## config.mk

```make
export PLATFORM = sky130hd
export DESIGN_NAME = dynamic_threshold_step_counter_core
export DESIGN_NICKNAME = d
export VERILOG_FILES = /design/src/sv/dtsc_pkg.sv /design/src/sv/dtsc_lane.sv /design/src/sv/dtsc_merge.sv /design/src/sv/dtsc_fifo.sv /design/src/sv/dynamic_threshold_step_counter_core.sv
export SDC_FILE = /design/constraint.sdc
export NUM_CORES = 2
export LEC_CHECK = 0
export ABC_AREA = 1
export ABC_CLOCK_PERIOD_IN_PS = 9700
export BUFFER_PORTS_ARGS = -buffer_cell sky130_fd_sc_hd__buf_2
export CAP_MARGIN = 10
export CELL_PAD_IN_SITES_DETAIL_PLACEMENT = 1
export CELL_PAD_IN_SITES_GLOBAL_PLACEMENT = 1
export CORE_ASPECT_RATIO = 2
export CORE_UTILIZATION = 52
export DETAILED_ROUTE_END_ITERATION = 7
export PLACE_DENSITY = 0.92
export SKIP_CTS_REPAIR_TIMING = 1
export SLEW_MARGIN = 20
export SYNTH_ARGS = -nofsm -noshare
export SYNTH_HDL_FRONTEND = slang
export SYNTH_SLANG_ARGS = --single-unit
```

## constraint.sdc

```tcl
create_clock -name aclk -period 9.7 [get_ports aclk]
set_input_delay 1.455 -clock aclk [delete_from_list [all_inputs] [get_ports aclk]]
set_output_delay 1.455 -clock aclk [all_outputs]
set_load 0.01 [all_outputs]
```

## src/sv/dtsc_pkg.sv

```systemverilog
`timescale 1ns / 1ps

package dtsc_pkg;

    localparam int unsigned NUM_AXES   = 3;
    localparam int unsigned CFG_IDX_W  = 4;
    localparam int unsigned FIFO_DEPTH = 8;
    localparam int unsigned FIFO_AW    = 3;

    localparam logic [CFG_IDX_W-1:0] REG_PRECISION = CFG_IDX_W'(0);
    localparam logic [CFG_IDX_W-1:0] REG_WINDOW    = CFG_IDX_W'(1);

    localparam logic [15:0] PRECISION_RESET = 16'd10;
    localparam logic [7:0]  WINDOW_RESET    = 8'd30;

    localparam logic signed [15:0] EXT_MAX = 16'sh7FFF;
    localparam logic signed [15:0] EXT_MIN = 16'sh8000;

    typedef enum logic [1:0] {
        AXIS_NONE = 2'd0,
        AXIS_X    = 2'd1,
        AXIS_Y    = 2'd2,
        AXIS_Z    = 2'd3
    } axis_t;

    typedef struct packed {
        logic signed [15:0] sample_x;
        logic signed [15:0] sample_y;
        logic signed [15:0] sample_z;
    } in_t;

    typedef struct packed {
        logic [7:0] step_count;
        logic [1:0] motion_axis;
    } out_t;

    typedef struct packed {
        logic acc;
        logic last;
        logic peak_en;
        logic wstart;
    } lane_ctrl_t;

    typedef struct packed {
        logic signed [15:0] avg;
        logic signed [15:0] thr;
        logic signed [16:0] span;
    } lane_res_t;

    typedef struct packed {
        logic valid;
        logic wend;
    } merge_ctrl_t;

endpackage

```

## src/sv/dtsc_lane.sv

```systemverilog
`timescale 1ns / 1ps

module dtsc_lane #(
    parameter int unsigned AVG_COUNT = 4
) (
    input  logic                  aclk,
    input  logic                  aresetn,
    input  dtsc_pkg::lane_ctrl_t  ctrl,
    input  logic signed [15:0]    sample,
    output dtsc_pkg::lane_res_t   res
);
    import dtsc_pkg::*;

    localparam int unsigned SUM_W  = 16 + $clog2(AVG_COUNT);
    localparam int unsigned SHIFT  = SUM_W + 5;
    localparam int unsigned MULT_W = SHIFT + 1;
    localparam int unsigned PROD_W = SUM_W + MULT_W;
    localparam longint unsigned MULT_L =
        ((64'd1 << SHIFT) + 64'(AVG_COUNT) - 64'd1) / 64'(AVG_COUNT);
    localparam logic [MULT_W-1:0] MULT = MULT_W'(MULT_L);

    logic signed [SUM_W-1:0]  sum_reg;
    logic signed [SUM_W-1:0]  sum_next;
    logic signed [SUM_W-1:0]  total_reg;
    logic [SUM_W-1:0]         mag;
    logic [PROD_W-1:0]        prod_reg;
    logic                     neg_reg;
    logic [16:0]              quo;
    logic signed [17:0]       quo_s;
    logic signed [15:0]       avg_reg;
    logic signed [15:0]       avg4_reg;
    logic signed [15:0]       max_reg;
    logic signed [15:0]       min_reg;
    logic signed [15:0]       base_max;
    logic signed [15:0]       base_min;
    logic signed [15:0]       max_next;
    logic signed [15:0]       min_next;
    logic signed [16:0]       pair_sum;
    logic signed [16:0]       pair_adj;
    lane_res_t                res_reg;
    lane_res_t                res_next;

    // accumulate
    assign sum_next = sum_reg + SUM_W'(sample);

    always_ff @(posedge aclk) begin
        if (!aresetn) begin
            sum_reg <= '0;
        end else if (ctrl.acc) begin
            sum_reg <= ctrl.last ? '0 : sum_next;
        end
    end

    // divide by AVG_COUNT: reciprocal multiply on the magnitude, exact for this range
    always_comb begin
        mag   = total_reg[SUM_W-1] ? SUM_W'(-total_reg) : SUM_W'(total_reg);
        quo   = prod_reg[SHIFT +: 17];
        quo_s = neg_reg ? -$signed({1'b0, quo}) : $signed({1'b0, quo});
    end

    // peak tracking
    always_comb begin
        base_max = ctrl.wstart ? EXT_MIN : max_reg;
        base_min = ctrl.wstart ? EXT_MAX : min_reg;
        max_next = (avg_reg > base_max) ? avg_reg : base_max;
        min_next = (avg_reg < base_min) ? avg_reg : base_min;
    end

    // span and midpoint, midpoint truncated toward zero
    always_comb begin
        pair_sum      = 17'(max_reg) + 17'(min_reg);
        pair_adj      = pair_sum + $signed({16'b0, pair_sum[16] & pair_sum[0]});
        res_next.avg  = avg4_reg;
        res_next.thr  = pair_adj[16:1];
        res_next.span = 17'(max_reg) - 17'(min_reg);
    end

    always_ff @(posedge aclk) begin
        total_reg <= sum_next;
        prod_reg  <= PROD_W'(mag) * PROD_W'(MULT);
        neg_reg   <= total_reg[SUM_W-1];
        avg_reg   <= quo_s[15:0];
        avg4_reg  <= avg_reg;
        res_reg   <= res_next;
        if (ctrl.peak_en) begin
            max_reg <= max_next;
            min_reg <= min_next;
        end
    end

    assign res = res_reg;

endmodule

```

## src/sv/dtsc_merge.sv

```systemverilog
`timescale 1ns / 1ps

module dtsc_merge (
    input  logic                  aclk,
    input  logic                  aresetn,
    input  dtsc_pkg::merge_ctrl_t ctrl,
    input  dtsc_pkg::lane_res_t   lanes [dtsc_pkg::NUM_AXES],
    input  logic [15:0]           precision,
    output logic                  wr_valid,
    output dtsc_pkg::out_t        wr_data
);
    import dtsc_pkg::*;

    axis_t              axis_reg;
    axis_t              axis_next;
    axis_t              pick;
    logic [7:0]         steps_reg;
    logic [7:0]         steps_next;
    logic signed [15:0] newer_reg  [NUM_AXES];
    logic signed [15:0] newer_next [NUM_AXES];
    logic signed [16:0] diff       [NUM_AXES];
    logic [16:0]        dmag       [NUM_AXES];
    logic [NUM_AXES-1:0] hit;
    logic [NUM_AXES-1:0] upd;

    // most active axis, ties toward the later axis
    always_comb begin
        if (lanes[0].span > lanes[1].span) begin
            pick = (lanes[0].span > lanes[2].span) ? AXIS_X : AXIS_Z;
        end else begin
            pick = (lanes[1].span > lanes[2].span) ? AXIS_Y : AXIS_Z;
        end
        axis_next = ctrl.wend ? pick : axis_reg;
    end

    // slide register and crossing check on every lane, applied on the active one
    always_comb begin
        for (int k = 0; k < NUM_AXES; k++) begin
            diff[k]       = 17'(lanes[k].avg) - 17'(newer_reg[k]);
            dmag[k]       = diff[k][16] ? 17'(-diff[k]) : 17'(diff[k]);
            newer_next[k] = (dmag[k] > {1'b0, precision}) ? lanes[k].avg : newer_reg[k];
            hit[k]        = (newer_reg[k] > lanes[k].thr) && (newer_next[k] < lanes[k].thr);
            upd[k]        = ctrl.valid && (axis_next == axis_t'(2'(k + 1)));
        end
        steps_next = steps_reg + 8'(|(upd & hit));
    end

    always_ff @(posedge aclk) begin
        if (!aresetn) begin
            axis_reg  <= AXIS_NONE;
            steps_reg <= '0;
            for (int k = 0; k < NUM_AXES; k++) begin
                newer_reg[k] <= '0;
            end
        end else if (ctrl.valid) begin
            axis_reg  <= axis_next;
            steps_reg <= steps_next;
            for (int k = 0; k < NUM_AXES; k++) begin
                if (upd[k]) begin
                    newer_reg[k] <= newer_next[k];
                end
            end
        end
    end

    always_comb begin
        wr_valid            = ctrl.valid;
        wr_data.step_count  = steps_next;
        wr_data.motion_axis = axis_next;
    end

    a_axis_sticky: assert property (@(posedge aclk) disable iff (!aresetn)
        (axis_reg != AXIS_NONE) |=> (axis_reg != AXIS_NONE))
        else $error("active axis fell back to none");

    a_steps_hold: assert property (@(posedge aclk) disable iff (!aresetn)
        !ctrl.valid |=> $stable(steps_reg))
        else $error("step count moved without an averaged sample");

endmodule

```

## src/sv/dtsc_fifo.sv

```systemverilog
`timescale 1ns / 1ps

module dtsc_fifo (
    input  logic            aclk,
    input  logic            aresetn,
    input  logic            wr_valid,
    input  dtsc_pkg::out_t  wr_data,
    output logic            rd_valid,
    input  logic            rd_ready,
    output dtsc_pkg::out_t  rd_data
);
    import dtsc_pkg::*;

    out_t               mem [FIFO_DEPTH];
    logic [FIFO_AW-1:0] wr_ptr_reg;
    logic [FIFO_AW-1:0] rd_ptr_reg;
    logic [FIFO_AW:0]   count_reg;
    logic               pop;

    assign rd_valid = (count_reg != '0);
    assign rd_data  = mem[rd_ptr_reg];
    assign pop      = rd_valid && rd_ready;

    always_ff @(posedge aclk) begin
        if (wr_valid) begin
            mem[wr_ptr_reg] <= wr_data;
        end
    end

    always_ff @(posedge aclk) begin
        if (!aresetn) begin
            wr_ptr_reg <= '0;
            rd_ptr_reg <= '0;
            count_reg  <= '0;
        end else begin
            if (wr_valid) begin
                wr_ptr_reg <= wr_ptr_reg + 1'b1;
            end
            if (pop) begin
                rd_ptr_reg <= rd_ptr_reg + 1'b1;
            end
            count_reg <= count_reg + (FIFO_AW + 1)'(wr_valid) - (FIFO_AW + 1)'(pop);
        end
    end

endmodule

```

## src/sv/dynamic_threshold_step_counter_core.sv

```systemverilog
// A completed average passes through the lane stages and the merge, and its write into the result queue raises m_valid.
// Throughput: one sample per cycle while s_ready is high; one result per AVG_COUNT samples.
// Each axis lane runs sum, reciprocal divide, peak track and midpoint in 5 stages.
// An 8-entry result queue with occupancy credit holds s_ready low while all 8 entries are reserved.
// Reset (aresetn low, synchronous) clears sums, window, axis, slide values and step count.
`timescale 1ns / 1ps

module dynamic_threshold_step_counter_core #(
    parameter int unsigned AVG_COUNT = 4
) (
    input  logic                               aclk,
    input  logic                               aresetn,
    input  logic                               s_valid,
    output logic                               s_ready,
    input  dtsc_pkg::in_t                      s_data,
    output logic                               m_valid,
    input  logic                               m_ready,
    output dtsc_pkg::out_t                     m_data,
    input  logic                               cfg_valid,
    output logic                               cfg_ready,
    input  logic [dtsc_pkg::CFG_IDX_W-1:0]     cfg_index,
    input  logic [15:0]                        cfg_data
);
    import dtsc_pkg::*;

    localparam int unsigned FILL_W = (AVG_COUNT > 1) ? $clog2(AVG_COUNT) : 1;
    localparam int unsigned OCC_W  = $clog2(FIFO_DEPTH + 1);

    logic [FILL_W-1:0] fill_reg;
    logic [7:0]        win_reg;
    logic [7:0]        win_inc;
    logic [15:0]       prec_reg;
    logic [7:0]        wlen_reg;
    logic [OCC_W-1:0]  occ_reg;
    logic              acc;
    logic              last;
    logic              wstart;
    logic              wend;
    logic              v1_reg, v2_reg, v3_reg, v4_reg, v5_reg;
    logic              wend4_reg, wend5_reg;
    logic              wr_valid;
    out_t              wr_data;
    lane_ctrl_t        lane_ctrl;
    merge_ctrl_t       merge_ctrl;
    lane_res_t         lane_res [NUM_AXES];
    logic signed [15:0] samples [NUM_AXES];

    assign s_ready   = (occ_reg < OCC_W'(FIFO_DEPTH));
    assign cfg_ready = 1'b1;
    assign acc       = s_valid && s_ready;
    assign last      = (fill_reg == FILL_W'(AVG_COUNT - 1));
    assign wstart    = (win_reg == '0);
    assign win_inc   = win_reg + 8'd1;
    assign wend      = (win_inc == wlen_reg);

    always_ff @(posedge aclk) begin
        if (!aresetn) begin
            prec_reg <= PRECISION_RESET;
            wlen_reg <= WINDOW_RESET;
        end else if (cfg_valid) begin
            unique case (cfg_index)
                REG_PRECISION: prec_reg <= cfg_data;
                REG_WINDOW:    wlen_reg <= cfg_data[7:0];
                default: ;
            endcase
        end
    end

    always_ff @(posedge aclk) begin
        if (!aresetn) begin
            fill_reg  <= '0;
            win_reg   <= '0;
            occ_reg   <= '0;
            v1_reg    <= 1'b0;
            v2_reg    <= 1'b0;
            v3_reg    <= 1'b0;
            v4_reg    <= 1'b0;
            v5_reg    <= 1'b0;
            wend4_reg <= 1'b0;
            wend5_reg <= 1'b0;
        end else begin
            if (acc) begin
                fill_reg <= last ? '0 : fill_reg + 1'b1;
            end
            if (v3_reg) begin
                win_reg <= wend ? 8'd0 : win_inc;
            end
            occ_reg   <= occ_reg + OCC_W'(acc && last) - OCC_W'(m_valid && m_ready);
            v1_reg    <= acc && last;
            v2_reg    <= v1_reg;
            v3_reg    <= v2_reg;
            v4_reg    <= v3_reg;
            v5_reg    <= v4_reg;
            wend4_reg <= v3_reg && wend;
            wend5_reg <= wend4_reg;
        end
    end

    always_comb begin
        lane_ctrl.acc     = acc;
        lane_ctrl.last    = last;
        lane_ctrl.peak_en = v3_reg;
        lane_ctrl.wstart  = wstart;
        merge_ctrl.valid  = v5_reg;
        merge_ctrl.wend   = wend5_reg;
        samples[0]        = s_data.sample_x;
        samples[1]        = s_data.sample_y;
        samples[2]        = s_data.sample_z;
    end

    for (genvar g = 0; g < NUM_AXES; g++) begin : g_lane
        dtsc_lane #(
            .AVG_COUNT (AVG_COUNT)
        ) u_lane (
            .aclk    (aclk),
            .aresetn (aresetn),
            .ctrl    (lane_ctrl),
            .sample  (samples[g]),
            .res     (lane_res[g])
        );
    end

    dtsc_merge u_merge (
        .aclk      (aclk),
        .aresetn   (aresetn),
        .ctrl      (merge_ctrl),
        .lanes     (lane_res),
        .precision (prec_reg),
        .wr_valid  (wr_valid),
        .wr_data   (wr_data)
    );

    dtsc_fifo u_fifo (
        .aclk     (aclk),
        .aresetn  (aresetn),
        .wr_valid (wr_valid),
        .wr_data  (wr_data),
        .rd_valid (m_valid),
        .rd_ready (m_ready),
        .rd_data  (m_data)
    );

    a_occ_bound: assert property (@(posedge aclk) disable iff (!aresetn)
        occ_reg <= OCC_W'(FIFO_DEPTH))
        else $error("result occupancy exceeds queue depth");

    a_occ_covers_write: assert property (@(posedge aclk) disable iff (!aresetn)
        wr_valid |-> (occ_reg != '0))
        else $error("result written without reserved queue space");

    a_window_wrap: assert property (@(posedge aclk) disable iff (!aresetn)
        (v3_reg && wend) |=> (win_reg == '0))
        else $error("window counter did not restart at window end");

endmodule
```

==> summary.txt <==
STA
  – Final setup fails: 0
  – Minimum clock period: 8.687 ns
  – Fin. max-slew vios: 0
  – Rel. slew slack: between 20 and 30%
  – Layout Skew: 0.03536 ns
  – Final Hold Fails: 0
  – Fmax: 115.1 MHz
  – RSZ-0062 raised after global routing: false
  – Worst-margin pin slew: about 1.1 ns
  – Hold Slack: 0.3325 ns
  – Setup TNS: 0 ns
  – Final period util: 89.56%

Worst setup path
  – Critical path class: register to register
  – CP Capture Type: register
  – Critical Path AT: 9.32 ns
  – Crit path max-delay cell type: xor2_1
  – CP max FO: 31
  – Critical Path RT: 10.33 ns
  – CP startpoint kind: register
  – Worst R2R Path Depth: 44
  – Crit path top cell by count: nand2_1
  – Slowest stage delay, CP: 0.53 ns

Synth
  – Post-synthesis average cell area: a little over 8 sq um
  – Cell taking the most area after synthesis: dfxtp_1
  – Syn Inst Count: approximately 5200
  – Mapped Nets: 5746
  – Post-synth ARST share: 0%
  – Syn. warnings: 0
  – Post-synth EDFFs: 224
  – Synthesized flop and latch total: 694
  – Synth area leaders: dfxtp_1 (23%), edfxtp_1 (16%), ha_1 (15%), nand2_1 (9.1%), inv_1 (6.8%)
  – Synth Cell Area: 41640 sq um
  – Yosys cell types: 71
  – Primary FF master, synth: dfxtp_1
  – Register area share after synthesis: between 30 and 40%
  – Yosys top cell area share: 22.60%

Clock tree
  – CTS Root Cell: clkbuf_16
  – Max Buffers Root-to-Sink: 3
  – Clk_lat worst skew: 0.70 ns
  – Clock slew at reported path FFs: 0.07 ns
  – CTS Buf Count: 61
  – Sink Count: 694
  – H-tree levels: 2
  – CTS tree: built

Placed design
  – GP Congestion: 0.9283
  – Number of I/O port buffers: 84
  – Final HPWL DP: 98.10 mm
  – Placed Instance Area: 43040 sq um

Hold path
  – Hold path depth: 0
  – Min-Delay Path Class: register to register

Routing
  – ANT nets after route: 0
  – 1st-iter DRT viols: 2000
  – DR vias: 36870
  – Drt wl/cell: 22.46 um
  – Drt pass-1 iters: 7
  – Vias/cell: between 5 and 6
  – DR DRC count: 0
  – WL final: ~140 mm

Power
  – Internal power: 7832 uW
  – Combinational cell fraction of total power: a little over half
  – Pwr Total: 14910 uW
  – Net load switching power: 7078 uW
  – Standby leakage power: ~0.022 uW
  – Net Sw Frac: 47.47%
  – Sequential power share: 30.1%
  – Max VDD drop: 189.7 uV
  – Pwr dens: around 330 nW/um^2
  – Clock Power Share: 17.5%

Final layout
  – Final #Nets: around 5800
  – Final Util: 56.97%
  – Max FFs per register: between 100 and 150
  – Layout Area Growth over Synthesis: 8.480%
  – Final instance area: 45170 sq um
  – Layout cells sized above 1: 5.779%

Floorplan
  – Starting density of the core: about 53%
  – FP Rows: 146
  – Die height: 402.2 um
  – IO Pins: 86
  – Core Area: 79280 sq um
  – Die area: 81280 sq um
  – Die Wd: between 200 and 250 um

Global route
  – Largest net degree at the start of global routing: 63
  – Vias in the first global route: 41220
  – Initial antenna violation count: 6
  – GR peak layer: met2
  – Global Route Usage Sum: 34.50%
  – Met2 Track Usage GR: 66.08%
  – Met1 Use GR: 31.01%
  – Global route overflow: 0
  – First-pass GRT wire length: 220.1 mm
  – Grt met3 use: 5.653%

Run status
  – Outcome: complete, no violations

Job
  – Max-Cap Viols: 0
-- power by group through the flow --
stage	Sequential [uW]	Combinational, uW	Clock (uW)
2_1_floorplan	4180	5480	0
3_5_place_dp	4490	7330	0
5_1_grt	4540	8660	2720
6_report	4490	7810	2610
3_3_place_gp	4430	6710	0
4_1_cts	4460	7700	2630
-- critical path, delay by kind of cell (launching register included) --
family          cells  cell delay (ns)
fa+ha+maj           5             1.42
compound gates      6             1.86
flops               1             0.50
buf+inv             5             0.65
xor+xnor            2             0.70
simple gates       26             3.48
-- cells by family (layout without fill, tap and decap cells) --
kind of cell	count (synthesis)	count (layout)	synth area share (%)
compound gates	828	828	11.23
simple gates	1895	1895	18.99
buf+inv	884	990	8.140
fa+ha+maj	519	519	15.85
xor+xnor	333	333	7.023
flops	694	694	38.75
other cells	1	5	0.009006
-- layout by cell type, fill, tap and decap left out, types with 11 or more instances in the layout --
cell / instances
o31ai_1: 12
xor2_1: 259
nand4_1: 50
o21bai_1: 28
a21oi_1: 390
buf_4: 19
buf_2: 84
o22ai_1: 11
a31oi_1: 24
a211oi_1: 18
dfxtp_1: 469
a221oi_1: 12
inv_2: 12
ha_1: 505
nand3_1: 169
xnor2_1: 72
nand2_1: 1007
fa_1: 14
nor2_1: 500
nand3b_1: 20
clkbuf_16: 65
o21ai_0: 191
inv_1: 754
o21ai_1: 66
nor3_1: 64
nor2_2: 16
nor4_1: 18
clkinv_2: 11
edfxtp_1: 224
nand2_2: 11
-- area by class of cell --
class / instances / area [sq um]
Antenna cell: 4 / 10.01
Clock buffer: 80 / 1773
Clock inverter: 33 / 320.3
Fill cell: 9645 / 34110
Inverter: 773 / 2902
Multi-Input combinational cell: 3576 / 22150
Sequential cell: 694 / 16140
Tap cell: 1036 / 1296
Timing Repair Buffer: 104 / 574.3
-- stage by stage --
stage / cells / setup slack (ns)
after floorplan: 5154 / 3.665
after global placement: 6182 / 2.118
after detailed placement: 6182 / 1.458
after CTS: 6295 / 1.250
after global routing: 6298 / 0.4507
final: 6300 / 1.013
-- synthesized netlist by cell type (4+ instances only) --
cell and number:
nor2_2 12, edfxtp_1 224, o2111ai_1 5, inv_2 12
nor2_1 505, or2_2 5, a31oi_1 24, a21oi_2 9
xnor2_1 72, buf_4 7, a21boi_0 4, dfxtp_1 470
buf_2 23, xor2_1 260, o21bai_2 5, o221ai_1 5
inv_1 755, a221oi_1 12, clkinv_1 6, a31o_2 6
o22ai_1 11, nor3_1 64, nand4_1 50, o21a_1 7
nand2_1 1009, nand3_2 5, nand3_1 169, ha_1 505
nor4_1 18, o21bai_1 28, clkbuf_1 78, nand3b_1 20
o21ai_0 192, o21ai_1 65, a21oi_1 390, o211ai_1 9
nor3b_1 4, a211oi_1 18, a21o_1 5, nand2_2 10
o31ai_1 12, fa_1 14
-- worst paths after layout --
| check | start | slack [ns] | end |
|---|---|---|---|
| max | g_lane[2].u_lane.res[38] | 1.01 | u_merge.steps_reg[6] |
| min | g_lane[2].u_lane.avg4_reg[7] | 0.33 | g_lane[2].u_lane.res[40] |
| max reg2reg | g_lane[2].u_lane.res[38] | 1.01 | u_merge.steps_reg[6] |
| min reg2reg | g_lane[2].u_lane.avg4_reg[7] | 0.33 | g_lane[2].u_lane.res[40] |
-- layer usage --
layer | share of wire, % | wire length, um
met4 | 9.2 | 13090
met1 | 33 | 46320
met5 | 0.0078 | 11
met2 | 53 | 75640
met3 | 4.5 | 6423
(Power assumes the default switching activity.)
